<file path="src/sv/assert_macros.svh">
// Assertion macros for the inverse-depth filter RTL.
// No dependencies; included by idgf_ctrl, which carries concurrent checks.
`ifndef ASSERT_MACROS_SVH
`define ASSERT_MACROS_SVH

// Property holds at every clock edge outside reset.
`define ASSERT_CLK(label, clk, rst_n, prop, msg) \
  label: assert property (@(posedge clk) disable iff (!rst_n) prop) else $error(msg);

// Expression never true outside reset.
`define ASSERT_NEVER(label, clk, rst_n, expr, msg) \
  label: assert property (@(posedge clk) disable iff (!rst_n) !(expr)) else $error(msg);

`endif

</file>
<file path="src/sv/idgf_pkg.sv">
// Types and constants for the inverse-depth gated fusion filter.
// No dependencies; used by the controller, datapath, divider and top level.
`default_nettype none

package idgf_pkg;

  localparam int unsigned VAL_W      = 32;
  localparam int unsigned CNT_W      = 16;
  localparam int unsigned RATIO_W    = 16;
  localparam int unsigned DIV_STEPS  = 32;
  localparam int unsigned DIV_CNT_W  = 5;

  localparam logic [VAL_W-1:0]   VAR_ONE     = 32'h0100_0000;
  localparam logic [VAL_W-1:0]   VAR_FLOOR   = 32'd16777;
  localparam logic [RATIO_W-1:0] RATIO_RESET = 16'd6144;

  typedef enum logic [3:0] {
    ST_IDLE,
    ST_PREP,
    ST_GATE_MUL,
    ST_GATE_CMP,
    ST_GROW_MUL,
    ST_GROW_WR,
    ST_STEP_MUL,
    ST_STEP_LD,
    ST_STEP_RUN,
    ST_VAR_MUL,
    ST_VAR_LD,
    ST_VAR_RUN,
    ST_DONE
  } state_t;

  typedef enum logic [1:0] {
    MUL_GATE,
    MUL_GROW,
    MUL_STEP,
    MUL_VAR
  } mul_sel_t;

  typedef struct packed {
    logic     capture;
    logic     prep;
    logic     load;
    logic     mul_en;
    mul_sel_t mul_sel;
    logic     gate_wr;
    logic     floor_wr;
    logic     div_start;
    logic     mean_wr;
    logic     var_wr;
    logic     emit;
  } cmd_t;

  typedef struct packed {
    logic mode;
    logic reject;
    logic sum_zero;
    logic div_busy;
  } status_t;

endpackage

`default_nettype wire

</file>
<file path="src/sv/idgf_div.sv">
// Radix-2 restoring divider, one quotient bit per cycle, 32-bit quotient.
// Depends on idgf_pkg. Caller guarantees quotient < 2^32 and nonzero divisor.
`default_nettype none

module idgf_div (
  input  wire logic                          clk,
  input  wire logic                          rst_n,
  input  wire logic                          start,
  input  wire logic [2*idgf_pkg::VAL_W:0]    num,
  input  wire logic [idgf_pkg::VAL_W:0]      den,
  output logic                               busy,
  output logic [idgf_pkg::VAL_W-1:0]         quo
);

  logic                             busy_r;
  logic [idgf_pkg::DIV_CNT_W-1:0]   cnt_r;
  logic [idgf_pkg::VAL_W:0]         rem_r;
  logic [idgf_pkg::VAL_W:0]         den_r;
  logic [idgf_pkg::VAL_W-1:0]       lo_r;
  logic [idgf_pkg::VAL_W-1:0]       q_r;
  logic [idgf_pkg::VAL_W+1:0]       rem_sh;
  logic [idgf_pkg::VAL_W+1:0]       rem_sub;
  logic                             fits;

  always_comb begin
    rem_sh  = {rem_r, lo_r[idgf_pkg::VAL_W-1]};
    rem_sub = rem_sh - {1'b0, den_r};
    fits    = rem_sh >= {1'b0, den_r};
  end

  always_ff @(posedge clk) begin
    if (!rst_n) begin
      busy_r <= 1'b0;
      cnt_r  <= '0;
    end else if (start) begin
      busy_r <= 1'b1;
      cnt_r  <= idgf_pkg::DIV_CNT_W'(idgf_pkg::DIV_STEPS - 1);
    end else if (busy_r) begin
      cnt_r <= cnt_r - 1'b1;
      if (cnt_r == '0) begin
        busy_r <= 1'b0;
      end
    end
  end

  always_ff @(posedge clk) begin
    if (start) begin
      rem_r <= num[2*idgf_pkg::VAL_W:idgf_pkg::VAL_W];
      lo_r  <= num[idgf_pkg::VAL_W-1:0];
      den_r <= den;
      q_r   <= '0;
    end else if (busy_r) begin
      rem_r <= fits ? rem_sub[idgf_pkg::VAL_W:0] : rem_sh[idgf_pkg::VAL_W:0];
      lo_r  <= {lo_r[idgf_pkg::VAL_W-2:0], 1'b0};
      q_r   <= {q_r[idgf_pkg::VAL_W-2:0], fits};
    end
  end

  assign busy = busy_r;
  assign quo  = q_r;

endmodule

`default_nettype wire

</file>
<file path="src/sv/idgf_dp.sv">
// Datapath: filter state, shared 32x32 multiplier, divider, output register.
// Depends on idgf_pkg and idgf_div; driven by idgf_ctrl commands.
`default_nettype none

module idgf_dp (
  input  wire logic                           clk,
  input  wire logic                           rst_n,
  input  wire idgf_pkg::cmd_t                 cmd,
  output idgf_pkg::status_t                   status,
  input  wire logic                           cfg_we,
  input  wire logic [idgf_pkg::RATIO_W-1:0]   cfg_wdata,
  input  wire logic                           in_mode,
  input  wire logic [idgf_pkg::VAL_W-1:0]     in_obs,
  input  wire logic [idgf_pkg::VAL_W-1:0]     in_ovar,
  output logic [1:0]                          out_flags,
  output logic [2*idgf_pkg::VAL_W-1:0]        out_data
);

  logic [idgf_pkg::RATIO_W-1:0]   ratio_r;
  logic [idgf_pkg::VAL_W-1:0]     mean_r;
  logic [idgf_pkg::VAL_W-1:0]     var_r;
  logic [idgf_pkg::CNT_W-1:0]     good_r;
  logic [idgf_pkg::CNT_W-1:0]     bad_r;
  logic                           lost_r;
  logic                           acc_r;

  logic                           mode_r;
  logic [idgf_pkg::VAL_W-1:0]     obs_r;
  logic [idgf_pkg::VAL_W-1:0]     ovar_r;
  logic [idgf_pkg::VAL_W-1:0]     diff_r;
  logic [idgf_pkg::VAL_W:0]       sum_r;
  logic                           ge_r;
  logic [2*idgf_pkg::VAL_W-1:0]   prod_r;
  logic [1:0]                     flags_r;
  logic [2*idgf_pkg::VAL_W-1:0]   data_r;

  logic [idgf_pkg::VAL_W-1:0]     mul_a;
  logic [idgf_pkg::VAL_W-1:0]     mul_b;
  logic [2*idgf_pkg::VAL_W-1:0]   gate_lim;
  logic [35:0]                    grown;
  logic [idgf_pkg::CNT_W-1:0]     bad_inc;
  logic [idgf_pkg::CNT_W-1:0]     good_inc;
  logic [2*idgf_pkg::VAL_W:0]     div_num;
  logic                           div_busy;
  logic [idgf_pkg::VAL_W-1:0]     div_q;

  always_comb begin
    case (cmd.mul_sel)
      idgf_pkg::MUL_GATE: begin
        mul_a = diff_r;
        mul_b = diff_r;
      end
      idgf_pkg::MUL_GROW: begin
        mul_a = var_r;
        mul_b = {{(idgf_pkg::VAL_W-idgf_pkg::RATIO_W){1'b0}}, ratio_r};
      end
      idgf_pkg::MUL_STEP: begin
        mul_a = diff_r;
        mul_b = var_r;
      end
      idgf_pkg::MUL_VAR: begin
        mul_a = var_r;
        mul_b = ovar_r;
      end
      default: begin
        mul_a = diff_r;
        mul_b = diff_r;
      end
    endcase
    gate_lim = {6'b0, var_r, 26'b0};
    grown    = prod_r[47:12];
    bad_inc  = (bad_r == '1) ? bad_r : bad_r + 1'b1;
    good_inc = (good_r == '1) ? good_r : good_r + 1'b1;
    div_num  = {1'b0, prod_r} + {{(idgf_pkg::VAL_W+1){1'b0}}, sum_r[idgf_pkg::VAL_W:1]};
  end

  idgf_div u_div (
    .clk   (clk),
    .rst_n (rst_n),
    .start (cmd.div_start),
    .num   (div_num),
    .den   (sum_r),
    .busy  (div_busy),
    .quo   (div_q)
  );

  always_ff @(posedge clk) begin
    if (!rst_n) begin
      ratio_r <= idgf_pkg::RATIO_RESET;
      mean_r  <= '0;
      var_r   <= idgf_pkg::VAR_ONE;
      good_r  <= '0;
      bad_r   <= '0;
      lost_r  <= 1'b0;
      acc_r   <= 1'b0;
    end else begin
      if (cfg_we) begin
        ratio_r <= cfg_wdata;
      end
      if (cmd.load) begin
        mean_r <= obs_r;
        good_r <= idgf_pkg::CNT_W'(1);
        acc_r  <= 1'b1;
      end
      if (cmd.gate_wr) begin
        var_r  <= (|grown[35:32]) ? '1 : grown[31:0];
        bad_r  <= bad_inc;
        acc_r  <= 1'b0;
        if ({1'b0, bad_inc} > {good_r, 1'b0}) begin
          lost_r <= 1'b1;
        end
      end
      if (cmd.floor_wr) begin
        var_r  <= idgf_pkg::VAR_FLOOR;
        good_r <= good_inc;
        acc_r  <= 1'b1;
      end
      if (cmd.mean_wr) begin
        mean_r <= ge_r ? mean_r + div_q : mean_r - div_q;
      end
      if (cmd.var_wr) begin
        var_r  <= (div_q < idgf_pkg::VAR_FLOOR) ? idgf_pkg::VAR_FLOOR : div_q;
        good_r <= good_inc;
        acc_r  <= 1'b1;
      end
    end
  end

  always_ff @(posedge clk) begin
    if (cmd.capture) begin
      mode_r <= in_mode;
      obs_r  <= in_obs;
      ovar_r <= in_ovar;
    end
    if (cmd.prep) begin
      diff_r <= (mean_r > obs_r) ? mean_r - obs_r : obs_r - mean_r;
      sum_r  <= {1'b0, var_r} + {1'b0, ovar_r};
      ge_r   <= obs_r >= mean_r;
    end
    if (cmd.mul_en) begin
      prod_r <= mul_a * mul_b;
    end
    if (cmd.emit) begin
      flags_r <= {lost_r, acc_r};
      data_r  <= {var_r, mean_r};
    end
  end

  always_comb begin
    status.mode     = mode_r;
    status.reject   = prod_r > gate_lim;
    status.sum_zero = sum_r == '0;
    status.div_busy = div_busy;
  end

  assign out_flags = flags_r;
  assign out_data  = data_r;

endmodule

`default_nettype wire

</file>
<file path="src/sv/idgf_ctrl.sv">
// Controller FSM: sequences load, gate, grow and fusion steps; owns handshakes.
// Depends on idgf_pkg and assert_macros.svh; commands drive idgf_dp.
`default_nettype none

module idgf_ctrl (
  input  wire logic                 clk,
  input  wire logic                 rst_n,
  input  wire logic                 in_tvalid,
  output logic                      in_tready,
  output logic                      out_tvalid,
  input  wire logic                 out_tready,
  input  wire idgf_pkg::status_t    status,
  output idgf_pkg::cmd_t            cmd
);

  idgf_pkg::state_t state_r;
  idgf_pkg::state_t state_nxt;
  logic             out_valid_r;
  logic             out_valid_nxt;

  always_ff @(posedge clk) begin
    if (!rst_n) begin
      state_r     <= idgf_pkg::ST_IDLE;
      out_valid_r <= 1'b0;
    end else begin
      state_r     <= state_nxt;
      out_valid_r <= out_valid_nxt;
    end
  end

  always_comb begin
    state_nxt   = state_r;
    cmd         = '0;
    cmd.mul_sel = idgf_pkg::MUL_GATE;
    in_tready   = 1'b0;
    case (state_r)
      idgf_pkg::ST_IDLE: begin
        in_tready   = 1'b1;
        cmd.capture = in_tvalid;
        if (in_tvalid) begin
          state_nxt = idgf_pkg::ST_PREP;
        end
      end
      idgf_pkg::ST_PREP: begin
        cmd.prep = 1'b1;
        if (!status.mode) begin
          cmd.load  = 1'b1;
          state_nxt = idgf_pkg::ST_DONE;
        end else begin
          state_nxt = idgf_pkg::ST_GATE_MUL;
        end
      end
      idgf_pkg::ST_GATE_MUL: begin
        cmd.mul_en  = 1'b1;
        cmd.mul_sel = idgf_pkg::MUL_GATE;
        state_nxt   = idgf_pkg::ST_GATE_CMP;
      end
      idgf_pkg::ST_GATE_CMP: begin
        if (status.reject) begin
          state_nxt = idgf_pkg::ST_GROW_MUL;
        end else if (status.sum_zero) begin
          cmd.floor_wr = 1'b1;
          state_nxt    = idgf_pkg::ST_DONE;
        end else begin
          state_nxt = idgf_pkg::ST_STEP_MUL;
        end
      end
      idgf_pkg::ST_GROW_MUL: begin
        cmd.mul_en  = 1'b1;
        cmd.mul_sel = idgf_pkg::MUL_GROW;
        state_nxt   = idgf_pkg::ST_GROW_WR;
      end
      idgf_pkg::ST_GROW_WR: begin
        cmd.gate_wr = 1'b1;
        state_nxt   = idgf_pkg::ST_DONE;
      end
      idgf_pkg::ST_STEP_MUL: begin
        cmd.mul_en  = 1'b1;
        cmd.mul_sel = idgf_pkg::MUL_STEP;
        state_nxt   = idgf_pkg::ST_STEP_LD;
      end
      idgf_pkg::ST_STEP_LD: begin
        cmd.div_start = 1'b1;
        state_nxt     = idgf_pkg::ST_STEP_RUN;
      end
      idgf_pkg::ST_STEP_RUN: begin
        if (!status.div_busy) begin
          cmd.mean_wr = 1'b1;
          state_nxt   = idgf_pkg::ST_VAR_MUL;
        end
      end
      idgf_pkg::ST_VAR_MUL: begin
        cmd.mul_en  = 1'b1;
        cmd.mul_sel = idgf_pkg::MUL_VAR;
        state_nxt   = idgf_pkg::ST_VAR_LD;
      end
      idgf_pkg::ST_VAR_LD: begin
        cmd.div_start = 1'b1;
        state_nxt     = idgf_pkg::ST_VAR_RUN;
      end
      idgf_pkg::ST_VAR_RUN: begin
        if (!status.div_busy) begin
          cmd.var_wr = 1'b1;
          state_nxt  = idgf_pkg::ST_DONE;
        end
      end
      idgf_pkg::ST_DONE: begin
        if (!out_valid_r || out_tready) begin
          cmd.emit  = 1'b1;
          state_nxt = idgf_pkg::ST_IDLE;
        end
      end
      default: begin
        state_nxt = idgf_pkg::ST_IDLE;
      end
    endcase
  end

  always_comb begin
    if (cmd.emit) begin
      out_valid_nxt = 1'b1;
    end else if (out_tready) begin
      out_valid_nxt = 1'b0;
    end else begin
      out_valid_nxt = out_valid_r;
    end
  end

  assign out_tvalid = out_valid_r;

`include "assert_macros.svh"

  `ASSERT_CLK(a_done_fills_empty_slot, clk, rst_n, (state_r == idgf_pkg::ST_DONE && !out_valid_r) |=> out_valid_r, "result not posted from DONE")
  `ASSERT_CLK(a_div_starts, clk, rst_n, cmd.div_start |=> status.div_busy, "divider did not start")
  `ASSERT_CLK(a_held_result, clk, rst_n, (out_valid_r && !out_tready) |=> out_valid_r, "stalled result dropped")
  `ASSERT_NEVER(a_single_update, clk, rst_n, (cmd.load || cmd.floor_wr) && (cmd.gate_wr || cmd.var_wr), "conflicting state writes")

endmodule

`default_nettype wire

</file>
<file path="src/sv/inverse_depth_gated_fusion_top.sv">
// Top level of the per-landmark inverse-depth filter with outlier gate.
// Depends on idgf_pkg, idgf_ctrl, idgf_dp (which holds idgf_div).
//
//  channel | dir | tdata (low bit up)              | tuser (low bit up)
//  in_     | in  | inv_depth[31:0], obs_variance   | mode
//  out_    | out | mean_out[31:0], variance_out    | accepted, out_of_range
//  cfg_    | in  | cfg_wdata = expand_ratio (Q4.12)| -
//
// One item at a time. A load, a gated-out observation and a fused observation
// with zero variance sum run no division; a fused observation runs two 32-step
// radix-2 divisions in the shared divider.
// in_tready is high in idle, from the cycle the result is posted; a stalled
// result waits in the output register while the next item is taken.
// Synchronous active-low reset, no clearing pass.
`default_nettype none

module inverse_depth_gated_fusion_top (
  input  wire logic        clk,
  input  wire logic        rst_n,
  input  wire logic        in_tvalid,
  output logic             in_tready,
  input  wire logic [63:0] in_tdata,   // inv_depth[31:0], obs_variance[63:32]
  input  wire logic        in_tuser,   // mode
  output logic             out_tvalid,
  input  wire logic        out_tready,
  output logic [63:0]      out_tdata,  // mean_out[31:0], variance_out[63:32]
  output logic [1:0]       out_tuser,  // accepted[0], out_of_range[1]
  input  wire logic        cfg_we,
  input  wire logic [15:0] cfg_wdata   // expand_ratio
);

  idgf_pkg::cmd_t    cmd;
  idgf_pkg::status_t status;

  idgf_ctrl u_ctrl (
    .clk        (clk),
    .rst_n      (rst_n),
    .in_tvalid  (in_tvalid),
    .in_tready  (in_tready),
    .out_tvalid (out_tvalid),
    .out_tready (out_tready),
    .status     (status),
    .cmd        (cmd)
  );

  idgf_dp u_dp (
    .clk       (clk),
    .rst_n     (rst_n),
    .cmd       (cmd),
    .status    (status),
    .cfg_we    (cfg_we),
    .cfg_wdata (cfg_wdata),
    .in_mode   (in_tuser),
    .in_obs    (in_tdata[31:0]),
    .in_ovar   (in_tdata[63:32]),
    .out_flags (out_tuser),
    .out_data  (out_tdata)
  );

endmodule

`default_nettype wire

</file>
<file path="config.mk">
export PLATFORM = sky130hd
export DESIGN_NAME = inverse_depth_gated_fusion_top
export DESIGN_NICKNAME = d
export VERILOG_FILES = /design/src/sv/idgf_pkg.sv /design/src/sv/idgf_div.sv /design/src/sv/idgf_dp.sv /design/src/sv/idgf_ctrl.sv /design/src/sv/inverse_depth_gated_fusion_top.sv
export VERILOG_INCLUDE_DIRS = /design/src /design/src/sv
export SDC_FILE = /design/constraint.sdc
export NUM_CORES = 2
export LEC_CHECK = 0
export BUFFER_PORTS_ARGS = -buffer_cell sky130_fd_sc_hd__clkbuf_2
export CAP_MARGIN = 20
export CORE_MARGIN = 4
export CORE_UTILIZATION = 60
export CTS_CLUSTER_SIZE = 24
export DETAILED_ROUTE_END_ITERATION = 6
export GPL_TIMING_DRIVEN = 0
export PLACE_DENSITY = 0.81
export SYNTH_ARGS = -nofsm -noshare
export SYNTH_HDL_FRONTEND = slang
export SYNTH_SLANG_ARGS = --single-unit
export TNS_END_PERCENT = 30
</file>
<file path="constraint.sdc">
create_clock -name clk -period 25.2 [get_ports clk]
set_input_delay 2.52 -clock clk [delete_from_list [all_inputs] [get_ports clk]]
set_output_delay 2.52 -clock clk [all_outputs]
set_load 0.02 [all_outputs]
</file>
## Word level (Yosys, flattened, before mapping)

Index checks and enable logic that the tools add are counted.

| storage, ports and cells | value |
|---|---|
| register bits after elaboration | 516 |
| latch bits | 0 |
| bits in writable memories | 0 |
| bits in read-only memories | 0 |
| input port bits | 86 |
| logic and storage cells | 135 |
| memories | 0 |

| cells by class | value |
|---|---|
| add/subtract/negate cells | 10 |
| multiply operators | 1 |
| divide/modulo/power cells | 0 |
| magnitude comparators | 6 |
| equality and inequality tests | 21 |
| shift-type cells | 0 |
| mux-type cells | 55 |
| bitwise logic cells | 0 |
| reduce and logical (&&, ||, !) cells | 18 |

Operator list:

| cell | count |
|---|---|
| two-way mux 32 bit | 11 |
| one-hot mux 32 bit (4 select lines) | 1 |
| two-way mux 33 bit | 3 |
| subtractor 32 bit | 3 |
| two-way mux 16 bit | 5 |
| adder 64 x 32 -> 65 bit | 1 |
| > comparator 64 x 58 -> 1 bit | 1 |
| multiplier 32 x 32 -> 64 bit | 1 |
| one-hot mux 32 bit (2 select lines) | 1 |
| one-hot mux 4 bit (13 select lines) | 1 |
| greater-or-equal comparator 34 x 33 -> 1 bit | 1 |
| adder 32 x 32 -> 33 bit | 1 |
| logical NOT 33 bit | 1 |
| subtractor 33 bit | 1 |
| adder 16 x 1 -> 16 bit (second input constant) | 2 |
| adder 32 bit | 1 |
| equality test 16 bit (second input constant) | 2 |
| greater-or-equal comparator 32 bit | 1 |
| > comparator 32 bit | 1 |
| less-than comparator 32 x 15 -> 1 bit (second input constant) | 1 |
| two-way mux 4 bit | 7 |
| two-way mux 1 bit | 22 |
| equality test 4 bit (second input constant) | 5 |
| > comparator 16 x 17 -> 1 bit | 1 |
| 23 further kinds | 36 |

## Logic depth before layout (Yosys ltp)

| logic depth | value |
|---|---|
| depth after elaboration | 6 |
| gate-level depth with buffers | 38 |

## Hierarchy

A second synthesis with hierarchy kept.

| second synthesis, totals | value |
|---|---|
| cells, all modules | 7074 |
| area total of the unflattened synthesis | 65081.2 µm² |

Modules (own cells, without submodules):

| module | times used | cells each | area an instance (µm²) | seq. area each (µm²) |
|---|---|---|---|---|
| idgf_dp | 1 | 6307 | 57062.2 | 10119.7 |
| idgf_div | 1 | 692 | 7467.2 | 3703.6 |
| idgf_ctrl | 1 | 75 | 551.8 | 100.1 |

## Worst setup path after synthesis

Ideal clock, no wire load.

| timing | value |
|---|---|
| path kind | reg2reg |
| start point | reg u_ctrl.state_r[1] |
| end point | reg u_dp.prod_r[59] in the netlist's numbering, data pin |
| library setup time | 0.263 ns |
| data arrival time | 8.677 ns |
| data required time | 24.937 ns |
| setup slack | 16.260 ns |
| cell stages (with the launch flop) | 35 |
| buffers on the path | 4 |
| period minus slack after synthesis | 8.940 ns |
| cell sequence | dfxtp_1 -> buf_2 -> nand2b_1 -> nor2_1 -> buf_2 -> nor2_1 -> buf_2 -> mux2i_1 -> clkbuf_1 -> nor2_1 -> fa_1 -> fa_1 -> fa_1 -> inv_1 -> fa_1 -> inv_1 -> fa_1 -> inv_1 -> fa_1 -> inv_1 -> fa_1 -> inv_1 -> fa_1 -> inv_1 -> ha_1 -> nand2_1 -> nor2_1 -> nand3_1 -> o31ai_2 -> a31oi_1 -> o41ai_1 -> a31o_2 -> a41o_1 -> a21boi_1 -> xnor2_1 |

| on the way | value |
|---|---|
| cells in the longest elaborated chain, start to end | 6 |
| elaborated cells between the ends (all ways) | 14 |
| classes of those cells | 1 x mul; 7 x eq/ne; 3 x mux; 3 x reduce/logical |

Ends and longest elaborated chain:

| item | RTL line | RTL |
|---|---|---|
| start: declaration | idgf_ctrl.sv:16 | `idgf_pkg::state_t state_r;` |
| start signal: assignment | idgf_ctrl.sv:23 | `state_r <= idgf_pkg::ST_IDLE;` |
| start signal: assignment | idgf_ctrl.sv:26 | `state_r <= state_nxt;` |
| equality test 4 bit, or another cell as far along | idgf_ctrl.sv:36 | `case (state_r)` |
| one-hot mux 3 bit (4 select lines) * | idgf_ctrl.sv:36 |  |
| equality test 2 x 1 -> 1 bit, or another cell as far along | idgf_dp.sv:48 | `case (cmd.mul_sel)` |
| OR reduction 2 bit (no line) | - |  |
| one-hot mux 32 bit (2 select lines) | idgf_dp.sv:48 |  |
| multiplier 32 x 32 -> 64 bit * | idgf_dp.sv:141 | `prod_r <= mul_a * mul_b;` |
| end signal: assignment | idgf_dp.sv:141 |  |
| end: declaration | idgf_dp.sv:33 | `logic [2*idgf_pkg::VAL_W-1:0] prod_r;` |

Mark *: on every way between the ends. The rest lies on a longest branch, timed or not.
A chain may end at the register's enable or synchronous reset.

## Worst setup path after layout

| timing | value |
|---|---|
| start point | reg u_ctrl.state_r[0] |
| end point | reg u_dp.prod_r[58] in the netlist's numbering, data pin |

Same word-level chain as after synthesis.

==> flow_results.org <==
** Outcome
- Status :: finished with violations
- The checks that failed: design-rule violations.

** Worst setup path
- Crit start category :: register
- Cell depth of the worst setup path :: 35
- Reg-to-reg endpoint :: u_dp.prod_r[58]$_DFFE_PP_
- Crit Path Max Fanout :: 10
- Startpoint of the most critical setup path :: u_ctrl.state_r[0]$_SDFFE_PN0P_
- Setup crit end kind :: register
- CP Data Required Time :: 25570 ps
- On the critical path the largest part of the delay comes from adder cells.
- Number of buffers and inverters on the critical path :: 12
- In this run the critical register-to-register path is launched from u_ctrl.state_r[0]$_SDFFE_PN0P_.
- In this design, the stage delay of the slowest critical-path cell is between 900 and 1000 ps.
- The critical path in this run is classified as register to register.
- Among the stages of the critical path, the cell type that occurs most often is sky130_fd_sc_hd__fa_1.
- For the worst flop-to-flop path, the logic depth is 35.
- The most critical setup path has its endpoint at u_dp.prod_r[58]$_DFFE_PP_.
- Arrival time reported for the critical path endpoint :: roughly 13000 ps
- The worst register-to-register path has a setup slack of 12610 ps.
- Max stage delay cell, worst path :: sky130_fd_sc_hd__o21ai_0

** Placed design
- At the end of routability-driven placement, the weighted congestion stood at 1.11.
- Placed wire-length estimate after detailed placement :: 216000 um
- During placement, the flow inserted port buffers numbering 152.

** Min path
- Startpoint of the most critical hold path :: u_dp.sum_r[0]$_DFFE_PN_
- Number of cells on the worst hold path :: 0
- Worst hold-check path type :: register to register

** STA
- Static timing analysis puts the maximum clock frequency at 79.4 MHz.
- The worst path needs around 13000 ps of the cycle, external delays included.
- Fin Clk Skew :: 37.0 ps
- The number of pins exceeding their max-slew limit in the final report is 0.
- The worst path uses 49.9% of the clock period.
- Measured against its own limit, the worst slew margin works out to 11.0%.
- Total count of hold-check failures in the final report :: 0
- RSZ-0062 raised after global routing :: false
- Transition time at the pin with the least slew margin :: between 1000 and 1500 ps
- Total Negative Setup Slacks :: 0 ps
- Final setup violating endpoints :: 0

** Synth
- Synthesized area per cell :: 9.05 um^2
- Number of synthesized flops with an enable pin :: between 300 and 400
- The cell area that synthesis handed to floorplanning was approximately 64000 um^2.
- Synthesized net count :: about 8600
- Yosys printed 0 warnings.
- Yosys reg bits :: 516
- After synthesis, the cell types taking the most area are sky130_fd_sc_hd__fa_1 28%, sky130_fd_sc_hd__edfxtp_1 17%, sky130_fd_sc_hd__ha_1 9.9%, sky130_fd_sc_hd__inv_1 6.3%, sky130_fd_sc_hd__nand2_1 5.3%.
- For this run, the register share of the synthesized area comes to a little over a fifth.
- Synthesized instance count :: 7111
- Of the post-synthesis cell area, the dominant cell type holds 28.1%.
- The netlist uses 97 different library cells.
- In the synthesized netlist the dominant register cell turns out to be sky130_fd_sc_hd__edfxtp_1.
- The synthesized design spends more area on one cell type than any other, namely sky130_fd_sc_hd__fa_1.
- Share of synthesized flip-flops with an asynchronous set or reset :: 0%

** Detailed routing
- Count of antenna-violating nets left after detailed routing :: 0
- In the final routed layout, each cell accounts on average for about 30 um.
- The first routing iteration left 7672 violations.
- Number of design rule violations left after detail routing :: 12
- Detailed-router iteration count before antenna repair :: 7
- Vias post-DR :: approximately 57000
- The final layout contains routed wiring with a total length of 262000 um.
- Vias per cell :: roughly 6.5

** Clock network
- The number of setup buffers added after CTS is 0.
- Number of resized instances in the post-cts repair step :: 0
- The clock reaches the later pin of the worst-skew pair after roughly 650 ps.
- The clock net in this run drives a total of 516 sinks.
- In this run the deepest clock path goes through 3 buffers.
- Post-CTS clock slew at the launch and capture registers of the worst setup and hold paths :: approximately 70 ps
- Number of hold buffers added after CTS :: 0
- Inserted Clock Buffers :: 51
- CTS H-Tree Depth :: 2
- Clk Tree Root Cell :: sky130_fd_sc_hd__clkbuf_16
- TritonCTS clock tree :: built

** Global route
- Entering global routing, the biggest net connects 66 pins.
- Total track usage :: 46.6%
- Via count of the first global-routing pass :: 56400
- Global-route wire length before repair :: 379000 um
- Global routing finished with a remaining overflow of 0.
- Number of antenna violations at the first check in global routing :: 19

** Floorplan
- The floorplan has 119 rows.
- Core Box Area :: 106000 um^2
- Die Ht :: 336 um
- The initial utilization of the core area, before any placement, comes to 60.8%.
- The die covers 113000 um^2.
- 154 I/O pins were placed.
- The floorplan step set the die width to around 340 um.

** Layout
- Fraction of layout instances using a drive strength above 1 :: 6.16%
- Nets@finish :: 8884
- Area growth from synthesis to layout :: 8.47%

** Job
- Max_cap viols :: 0
logic make-up after synthesis:
logic type | after synthesis | synth area share (%)
AOI/OAI and AO/OA | 1134 | 11.1
xor gates and xnor gates | 286 | 3.89
buffers and inverters | 1410 | 8.36
DFF | 516 | 21.6
and+or+nand+nor | 2208 | 14.7
adders and majority gates | 1409 | 37.9
muxes | 148 | 2.33
final cells by class:
type	instances	area (um^2)
multi-input combinational	5185	45200
fill	8582	36000
sequential	516	13900
inverter	1083	4070
tap	1391	1740
timing repair buffer	225	1650
clock buffer	62	1410
buffer	327	1320
clock inverter	33	448
antenna	30	75.1
through the flow:
| stage | setup WS [ps] | cell area [um^2] | instances | hold WS (ps) | util (%) |
|---|---|---|---|---|---|
| after floorplan | 16260 | 64400 | 7111 | 403 | - |
| after global placement | 12580 | 66900 | 8654 | 436 | 63.2 |
| after detailed placement | 12700 | 67700 | 8714 | 437 | 64.0 |
| after CTS | 12640 | 69600 | 8809 | 452 | 65.7 |
| after global routing | 12430 | 69700 | 8823 | 466 | 65.9 |
| final | 12610 | 69800 | 8852 | 455 | 66.0 |
worst min path at each step:
stage / to / slack, ps
after detailed placement: u_dp.u_div.den_r[0]$_DFFE_PN_ / 440
after global routing: u_dp.u_div.den_r[0]$_DFFE_PN_ / 470
after CTS: u_dp.u_div.den_r[0]$_DFFE_PN_ / 450
after global placement: u_dp.u_div.den_r[0]$_DFFE_PN_ / 440
final: u_dp.u_div.den_r[0]$_DFFE_PN_ / 450
after floorplan: u_dp.out_flags[0]$_DFFE_PP_ / 400
layout by cell type, fill, tap and decap left out, types with 36 or more instances in the layout:
cell type / synthesis / layout
sky130_fd_sc_hd__a31oi_1: 44 / 44
sky130_fd_sc_hd__o21bai_1: 47 / 47
sky130_fd_sc_hd__nor3_1: 71 / 69
sky130_fd_sc_hd__nand2_1: 906 / 906
sky130_fd_sc_hd__edfxtp_1: 359 / 359
sky130_fd_sc_hd__and2_1: 39 / 38
sky130_fd_sc_hd__fa_1: 902 / 902
sky130_fd_sc_hd__ha_1: 507 / 507
sky130_fd_sc_hd__and3_1: 41 / 41
sky130_fd_sc_hd__clkbuf_2: 0 / 152
sky130_fd_sc_hd__dfxtp_1: 157 / 157
sky130_fd_sc_hd__a21o_1: 144 / 144
sky130_fd_sc_hd__a22oi_1: 43 / 43
sky130_fd_sc_hd__nand3_1: 77 / 77
sky130_fd_sc_hd__xor2_1: 113 / 113
sky130_fd_sc_hd__clkbuf_1: 267 / 271
sky130_fd_sc_hd__buf_2: 39 / 41
sky130_fd_sc_hd__nor2_1: 825 / 825
sky130_fd_sc_hd__clkbuf_16: 0 / 53
sky130_fd_sc_hd__o21a_1: 40 / 40
sky130_fd_sc_hd__inv_1: 1082 / 1082
sky130_fd_sc_hd__xnor2_1: 173 / 173
sky130_fd_sc_hd__mux2i_1: 132 / 114
sky130_fd_sc_hd__buf_6: 4 / 36
sky130_fd_sc_hd__nand4_1: 56 / 56
sky130_fd_sc_hd__a21oi_1: 329 / 327
sky130_fd_sc_hd__o21ai_0: 253 / 250
sequential cells by signal, summed over array words and instances (netlist names), 32 cells and up:
signal	flops
u_dp.u_div.den_r	33
u_dp.ovar_r	32
u_dp.prod_r	64
u_dp.sum_r	33
u_dp.obs_r	32
u_dp.mean_r	32
u_dp.u_div.quo	32
u_dp.diff_r	32
u_dp.var_r	32
u_dp.out_data	64
u_dp.u_div.lo_r	32
u_dp.u_div.rem_r	33
per-layer routing:
metal	vias up	global-route usage, %	wire length [um]
met3	1046	18.4	40700
met5	-	0	129
met1	27900	61.9	97200
met2	4717	64.9	105000
li1	23700	-	-
met4	15	26.6	19300
worst register-to-register path, delay by kind of cell, from the launching register on:
kind / cells / cell delay, ps
adders and majority gates: 9 / 4250
DFF: 1 / 390
and+or+nand+nor: 5 / 1370
xor gates and xnor gates: 1 / 160
buffers and inverters: 12 / 2580
AOI/OAI and AO/OA: 8 / 3550
cells in the mapped netlist (36+ instances only):
library cell,instances
sky130_fd_sc_hd__ha_1,507
sky130_fd_sc_hd__and2_1,39
sky130_fd_sc_hd__o21bai_1,47
sky130_fd_sc_hd__a31oi_1,44
sky130_fd_sc_hd__nand3_1,77
sky130_fd_sc_hd__nand2b_1,36
sky130_fd_sc_hd__nand4_1,56
sky130_fd_sc_hd__nor2_1,825
sky130_fd_sc_hd__nand2_1,906
sky130_fd_sc_hd__a22oi_1,43
sky130_fd_sc_hd__dfxtp_1,157
sky130_fd_sc_hd__nor3_1,71
sky130_fd_sc_hd__a21o_1,144
sky130_fd_sc_hd__clkbuf_1,267
sky130_fd_sc_hd__and3_1,41
sky130_fd_sc_hd__fa_1,902
sky130_fd_sc_hd__o21a_1,40
sky130_fd_sc_hd__xor2_1,113
sky130_fd_sc_hd__mux2i_1,132
sky130_fd_sc_hd__a21oi_1,329
sky130_fd_sc_hd__edfxtp_1,359
sky130_fd_sc_hd__xnor2_1,173
sky130_fd_sc_hd__buf_2,39
sky130_fd_sc_hd__o21ai_0,253
sky130_fd_sc_hd__inv_1,1082
Power is left out: the tool's default activity adds up to more than one toggle a clock period on the data nets, which glitch-free logic cannot reach.
